===== src/rtl/qsde_pkg.sv =====
// ----------------------------------------------------------------------------
// qsde_pkg
// Shared constants and types for the transition quadrilateral shape function
// evaluator: fixed-point widths, scale constants and the per-node result set.
// ----------------------------------------------------------------------------
package qsde_pkg;

  // Field widths.
  localparam int COORD_W = 16;
  localparam int MASK_W  = 8;
  localparam int NODE_W  = 3;
  localparam int OUT_W   = 17;
  localparam int N_NODES = 8;

  // Working width for terms held at scale 2^44 (magnitudes stay below 2^48).
  localparam int WIDE_W   = 52;
  // Shift that floors a scale 2^44 term down to scale 2^14.
  localparam int FLOOR_SH = 30;

  // One in Q1.14 and its square, at the widths where they are used.
  localparam logic signed [16:0] ONE_Q14 = 17'sd16384;
  localparam logic signed [31:0] ONE_SQ  = 32'sd268435456;

  // Saturation limits of a result value.
  localparam int OUT_MAX = 65535;
  localparam int OUT_MIN = -65536;

  typedef logic signed [WIDE_W-1:0] wide_t;
  typedef logic signed [OUT_W-1:0]  out_val_t;

  // Shape value and both natural derivatives of one node.
  typedef struct packed {
    out_val_t shape;
    out_val_t dxi;
    out_val_t deta;
  } node_res_t;

  // Everything the output sequencer needs for one input item.
  typedef struct packed {
    logic [MASK_W-1:0]          mask;
    node_res_t [N_NODES-1:0]    res;
  } node_set_t;

endpackage


===== src/rtl/qsde_out_if.sv =====
// ----------------------------------------------------------------------------
// qsde_out_if
// Result channel: one present node's shape value and derivatives per
// transaction.
// ----------------------------------------------------------------------------
interface qsde_out_if;
  logic               valid;
  logic               ready;
  logic [2:0]         node_index;
  logic signed [16:0] shape_value;
  logic signed [16:0] deriv_xi;
  logic signed [16:0] deriv_eta;
  logic               last_node;

  modport source (output valid, output node_index, output shape_value,
                  output deriv_xi, output deriv_eta, output last_node, input ready);
  modport sink   (input valid, input node_index, input shape_value,
                  input deriv_xi, input deriv_eta, input last_node, output ready);
endinterface


===== src/rtl/qsde_serial.sv =====
// ----------------------------------------------------------------------------
// qsde_serial
// Output sequencer: holds one item's eight node results and sends the present
// nodes one per transaction in ascending node order, flagging the last one.
// ----------------------------------------------------------------------------
module qsde_serial (
  input  logic                 clk,
  input  logic                 rst,
  input  logic                 set_valid,
  output logic                 set_ready,
  input  qsde_pkg::node_set_t  set_data,
  qsde_out_if.source           results
);

  logic [qsde_pkg::MASK_W-1:0]     pending;
  qsde_pkg::node_res_t             res [qsde_pkg::N_NODES];
  logic [qsde_pkg::NODE_W-1:0]     first;
  logic                            single;
  logic                            take;
  logic                            load;

  // Lowest node still to be sent.
  always_comb begin
    first = '0;
    for (int k = qsde_pkg::N_NODES - 1; k >= 0; k--) begin
      if (pending[k]) first = qsde_pkg::NODE_W'(k);
    end
  end

  assign single    = (pending & (pending - 1'b1)) == '0;
  assign take      = results.valid && results.ready;
  assign set_ready = (pending == '0) || (take && single);
  assign load      = set_valid && set_ready;

  // Pending mask and held result set.
  always_ff @(posedge clk) begin
    if (rst) begin
      pending <= '0;
    end else if (load) begin
      pending <= set_data.mask;
    end else if (take) begin
      pending <= pending & ~(qsde_pkg::MASK_W'(1) << first);
    end
  end

  always_ff @(posedge clk) begin
    if (load) begin
      for (int k = 0; k < qsde_pkg::N_NODES; k++) begin
        res[k] <= set_data.res[k];
      end
    end
  end

  // Result channel driven from the held set.
  assign results.valid       = pending != '0;
  assign results.node_index  = first;
  assign results.shape_value = res[first].shape;
  assign results.deriv_xi    = res[first].dxi;
  assign results.deriv_eta   = res[first].deta;
  assign results.last_node   = single;

`ifndef SYNTH
  // A stalled transaction keeps the remaining node set unchanged.
  a_stall: assert property (@(posedge clk) disable iff (rst)
    (results.valid && !results.ready) |=> $stable(pending))
    else $error("qsde_serial: pending nodes changed during a stall");

  // Each sent node removes exactly one node from the pending set.
  a_count: assert property (@(posedge clk) disable iff (rst)
    (take && !load) |=> ($countones(pending) == $countones($past(pending)) - 1))
    else $error("qsde_serial: node count did not drop by one");

  // A loaded set starts with its full mask.
  a_load: assert property (@(posedge clk) disable iff (rst)
    load |=> (pending == $past(set_data.mask)))
    else $error("qsde_serial: loaded mask not taken over");
`endif

endmodule


===== src/flat_wrapper.sv =====
// flat-port wrapper written by rule: the top's interface ports become plain ports
module qsde_serial_flat 
  (clk, rst, set_valid, set_ready, set_data, results_valid, results_node_index, results_shape_value, results_deriv_xi, results_deriv_eta, results_last_node, results_ready);
  qsde_out_if results_i ();
  input  logic clk;
  input  logic rst;
  input  logic set_valid;
  output logic set_ready;
  input  qsde_pkg::node_set_t set_data;
  output wire logic [$bits(results_i.valid)-1:0] results_valid;
  output wire logic [$bits(results_i.node_index)-1:0] results_node_index;
  output wire logic [$bits(results_i.shape_value)-1:0] results_shape_value;
  output wire logic [$bits(results_i.deriv_xi)-1:0] results_deriv_xi;
  output wire logic [$bits(results_i.deriv_eta)-1:0] results_deriv_eta;
  output wire logic [$bits(results_i.last_node)-1:0] results_last_node;
  input wire logic [$bits(results_i.ready)-1:0] results_ready;
  assign results_valid = results_i.valid;
  assign results_node_index = results_i.node_index;
  assign results_shape_value = results_i.shape_value;
  assign results_deriv_xi = results_i.deriv_xi;
  assign results_deriv_eta = results_i.deriv_eta;
  assign results_last_node = results_i.last_node;
  assign results_i.ready = results_ready;
  qsde_serial u_core (.clk(clk), .rst(rst), .set_valid(set_valid), .set_ready(set_ready), .set_data(set_data), .results(results_i));
endmodule

===== config.mk =====
export PLATFORM = sky130hd
export DESIGN_NAME = qsde_serial_flat
export DESIGN_NICKNAME = d
export VERILOG_FILES = /design/src/rtl/qsde_pkg.sv /design/src/rtl/qsde_out_if.sv /design/src/rtl/qsde_serial.sv /design/src/flat_wrapper.sv
export SDC_FILE = /design/constraint.sdc
export NUM_CORES = 1
export LEC_CHECK = 0
export BUFFER_PORTS_ARGS = -buffer_cell sky130_fd_sc_hd__buf_2
export CORE_ASPECT_RATIO = 0.7
export CORE_MARGIN = 2
export CORE_UTILIZATION = 52
export DETAILED_ROUTE_END_ITERATION = 8
export MAX_ROUTING_LAYER = met4
export PLACE_DENSITY = 0.81
export SLEW_MARGIN = 5
export SYNTH_ARGS = -nofsm -noshare
export SYNTH_HDL_FRONTEND = slang
export SYNTH_SLANG_ARGS = --single-unit

===== constraint.sdc =====
create_clock -name clk -period 16.3 [get_ports clk]
set_clock_uncertainty 0.15 [all_clocks]
set_input_delay 0.815 -clock clk [delete_from_list [all_inputs] [get_ports clk]]
set_output_delay 0.815 -clock clk [all_outputs]
set_load 0.02 [all_outputs]

After elaboration in Yosys (flattened, before gate mapping)
Memory sizes are Yosys's and may differ from the RTL's.
Cells that the tools add are included.
Widths: inputs -> output; s select.
{"block": "classes", "n_addsub": 1, "n_shift": 1, "n_mux": 12, "bitwise_logic": 3, "n_reduce_logical": 8}
{"cell": "$mux 3", "count": 8}
{"cell": "$and 8x8->8", "count": 2}
{"cell": "$logic_not 8->1", "count": 2}
{"cell": "$mux 8", "count": 2}
{"cell": "$not 8->8", "count": 1}
{"cell": "$reduce_bool 8->1", "count": 1}
{"cell": "$shl 1x3->8 const A", "count": 1}
{"cell": "$sub 8x1->8 const B", "count": 1}
{"cell": "$logic_and 1x1->1", "count": 3}
{"cell": "$mux 1", "count": 2}
{"cell": "$reduce_bool 2->1", "count": 1}
{"cell": "$logic_or 1x1->1", "count": 1}
{"block": "word_totals", "regBits": 8, "ramBits": 408, "input_bits": 420, "out_inout_bits": 57, "wordCells": 27, "memories": 1}
{"memory": "u_core.res", "depth": 8, "word_bits": 51, "rd": 1, "rd_ports_with_merged_regs": 0, "write_ports": 8, "line": "qsde_serial.sv:16", "rtl": "qsde_pkg::node_res_t res [qsde_pkg::N_NODES];"}

Longest topological paths before layout
{"block": "logic_depth", "word_depth": 13, "ltp_mapped": 11, "mapped_depth_nobuf": 7}

Worst setup path before layout
No wires, ideal clock.
{"block": "synth_path", "path_type": "input to register", "start": "input port results_ready", "end": "memory u_core.res[0][0] (netlist bit) (enable)", "setup_time_ns": 0.822, "arrival_time_ns": 11.224, "required_ns": 15.328, "setup_slack_ns": 4.104, "stages": 6, "path_buffers": 1, "cell_sequence": "clkbuf_1 nand2b_1 a2111oi_0 a21oi_1 a21oi_2 and2_1"}
{"item": "start: declaration", "line": "flat_wrapper.sv:16", "rtl": "input wire logic [$bits(results_i.ready)-1:0] results_ready;"}
{"item": "end: declaration", "line": "qsde_serial.sv:16"}

Final worst setup path
{"block": "layout_path", "start": "register u_core.pending[3] (netlist bit)", "end": "output port results_shape_value[3]"}
{"block": "layout_via", "elab_chain_cells": 5}
{"item": "start: declaration", "line": "qsde_serial.sv:15", "rtl": "logic [qsde_pkg::MASK_W-1:0] pending;"}
{"item": "start signal: assignment", "line": "qsde_serial.sv:40", "rtl": "pending <= set_data.mask;"}
{"item": "start signal: assignment", "line": "qsde_serial.sv:42", "rtl": "pending <= pending & ~(qsde_pkg::MASK_W'(1) << first);"}
{"item": "$mux 3 (4 in a row)", "line": "qsde_serial.sv:26", "rtl": "if (pending[k]) first = qsde_pkg::NODE_W'(k);"}
{"item": "$mem_v2 8x51"}
{"item": "end: declaration", "line": "flat_wrapper.sv:12", "rtl": "output wire logic [$bits(results_i.shape_value)-1:0] results_shape_value;"}
Every way passes these cells.

==> summary by stage <==
Logic synthesis
The synthesized netlist net count is 1,446. In this run, synthesis inferred 408 flip-flops with an integrated enable. The fraction of synthesis flops using an asynchronous set or reset pin is 0%. The proportion of netlist area held by the largest area contributor is 73.0%. Summing the sequential cell areas from Yosys gives 73.9% of the chip area.

The Yosys warning count is 0. The synthesized netlist contains 60 unique library cells. Among all flip-flop cells after synthesis, the most frequent one is edfxtp_1. Sorting the synthesized cells by area gives the leading types as edfxtp_1 73%, a221o_1 4.4%, a221oi_2 2.7%. In this run the cell area of the synthesized design comes to 16,800 um2. Yosys instantiated no cell more often than edfxtp_1. The largest total area in the synthesized netlist belongs to edfxtp_1. Counting instances in the post-synthesis netlist gives the leading cell types as 408 x edfxtp_1, 74 x a221o_1, 71 x inv_1. The mean instance size in the synthesized netlist is 16.4 um2. Synthesis handed over a netlist of 1,026 instances. The register bit total from synthesis is 416.

Critical path
The cell at the slowest stage of the critical path is and3_4. The worst setup path is launched from a register. STA classifies the critical path endpoint as an output port. In this run the worst setup path begins at u_core.pending[3]. The worst register-to-register path begins at u_core.pending[2].

The peak fanout along the critical path is 57. The critical path goes through inv_1 -> a221oi_4 -> and3_4 -> buf_4 -> a21oi_1 -> o21a_1 -> a221oi_2 -> buf_2. The critical path class is register to output port. The maximum cell stage delay along the critical path is 0.86 ns.

At the worst endpoint, the arrival time is 4.40 ns. STA puts the critical path data required time at 15.34 ns.

Timing
Derived from the worst setup path, the maximum achievable clock frequency is 187 MHz. The setup violation total in the final timing report is 0. The post-layout minimum cycle time is 5.36 ns.

The relative max-transition margin is 28.5%. The count of final hold-check violations was 0. The post-route clock period utilization is 32.9%. The worst hold-check slack is 0.301 ns. For the pin with the worst max-slew slack, the measured transition is 1.07 ns. The post-route setup TNS is 0 ns. The number of slew-limit violations in the final report came to 0. Setup repair after global routing left no endpoint under its margin.

Die
The floorplan step set the die height to 154 um. The initialized floorplan defines 55 standard-cell rows. The initial utilization of the core area, before any placement, comes to 52.4%. The die covers 33,800 um2. The placeable core region is 32,100 um2. Measured along the x axis, the die boundary spans 219 um. During I/O placement, the number of pins put on the boundary was 477.

Routing
The total wire length is 45.2 mm. The DRC violation count after routing is 0. The detailed router finished its first iteration with 1,129 violations. The count of nets left with antenna violations once routing finished came out at 0. The per-cell via count in the routed design is 5.78.

For this block, the via count after detailed routing is 11.4k. The first-pass iteration count of the detailed router is 6. In the final routed layout, each cell accounts on average for 22.9 um.

Pwr
The leakage power total is 8.05 nW. VDD sags by at most 124 uV. The cell area power density is 188 nW/um2.

Clocking
The CTS tree is built. The number of resized instances in the post-cts repair step is 0. After clock tree synthesis, the flow added hold-fix buffers numbering 0. The later-pin clock latency in the skew report is 0.53 ns. Clock-pin slew was measured on the worst setup and hold paths at 0.07 ns. The tree is rooted in a clkbuf_16. For this design, the sink count on the clock tree is 416. The number of levels the H-tree was split into is 2. The clock passes through at most 3 buffers. Buffers added to address setup during post-CTS repair amount to 0. The number of CTS-inserted buffers is 40.

Place
The number of buffers inserted by port buffering is 476. The final weighted congestion in routability-driven placement is 0.858. Once detailed placement completed, the half-perimeter wirelength came to 31.0 mm.

Final layout
Cells with a size suffix above 1 make up 42.6% of the layout. Relative to the synthesized area, the layout overhead comes to 23.7%. The final net count is 1,912. For this run, the share of the core covered by cells in the final layout is 64.7%.

Min path
The worst hold path begins at set_data[189]. The tightest min-delay check is of the primary input to register type.

GRT
Global routing used 27.0% of the available tracks across all layers. The wire length of the first global-routing pass is 66.0 mm. Entering global routing, the biggest net connects 183 pins.

The overall overflow remaining after global route is 0. The via count of the first global-routing pass is 11.5k. The number of antenna violations at the first check in global routing was 22.

Flow run
The number of maximum-capacitance violations is 0.

Run status
The flow ran to the end, and the final reports show no timing, DRC or antenna violations.
==> cells in the final DEF, fill, tap and decap left out, drive strengths merged, types with 3 or more instances in the layout <==
master	count
clkinv	19
a221oi	57
mux2	10
buf	488
o22ai	7
o21a	34
o21ai	19
a21o	9
o221a	5
and3	3
bufinv	3
nor2b	16
nor3	7
a32o	4
nor2	13
diode	24
inv	74
edfxtp	408
nand3	11
a31oi	7
nand2b	10
a211oi	3
dfxtp	8
a21oi	83
clkbuf	48
nand3b	8
mux2i	6
nand2	56
a221o	74
or2	3
==> stage by stage <==
stage | total power [mW] | cells | setup WS [ns] | instance area (um2)
2_1_floorplan | 2.68 | 1026 | 4.10 | 16800
3_3_place_gp | 2.96 | 1877 | 11.76 | 19500
3_5_place_dp | 3.01 | 1877 | 11.60 | 19500
4_1_cts | 3.92 | 1949 | 11.03 | 20700
5_1_grt | 4.08 | 1972 | 10.77 | 20800
6_report | 3.90 | 1973 | 10.94 | 20800
==> report_power, final <==
group	switching (mW)	total, mW	internal, mW
registers	0.0829	1.56	1.47
logic	0.939	1.45	0.507
clock network	0.386	0.895	0.509
total	1.41	3.90	2.49
==> metal layers <==
metal | global-route usage (%) | routed length (um) | vias up
met5 | - | 0 | -
met4 | 12.1 | 1850 | 0
met3 | 7.79 | 4830 | 128
met2 | 40.1 | 21100 | 649
met1 | 34.6 | 17400 | 5544
li1 | - | - | 5074
==> state kept, by name, indices dropped and copies added, names as in the netlist <==
signal and flops:
u_core.res 408, u_core.pending 8
==> layout make-up <==
cell class,instances,area [um2]
Sequential cell,416,12400
Fill cell,2269,11300
Multi-Input combinational cell,474,3750
Timing Repair Buffer,488,2480
Clock buffer,48,1050
Tap cell,427,534
Inverter,72,270
Clock inverter,24,193
Antenna cell,24,60.1
==> final timing paths <==
check,endpoint,slack [ns],depth (start not counted)
setup / recovery,results_shape_value[3],10.94,8
hold / removal,u_core.res[3][36],0.30,1
setup reg to reg,u_core.res[1][37],12.15,6
hold reg to reg,u_core.pending[6],0.62,1
==> cells by family (layout without fill, tap and decap cells) <==
group	Yosys count	in the layout	synth area share, %
DFF	416	416	73.9
AOI/OAI and AO/OA	320	320	16.8
and+or+nand+nor	137	137	4.22
buffers and inverters	136	632	3.92
muxes	16	16	1.03
adders and majority gates	1	1	0.0596
other	0	24	0
==> critical path, delay by kind of cell, from the launching register on <==
kind	cells	cell delay (ns)
AO/OA/AOI/OAI	4	1.14
flip-flops	1	0.72
buffers and inverters	3	1.08
AND/OR/NAND/NOR	1	0.86
Power figures use the tool's default switching activity.
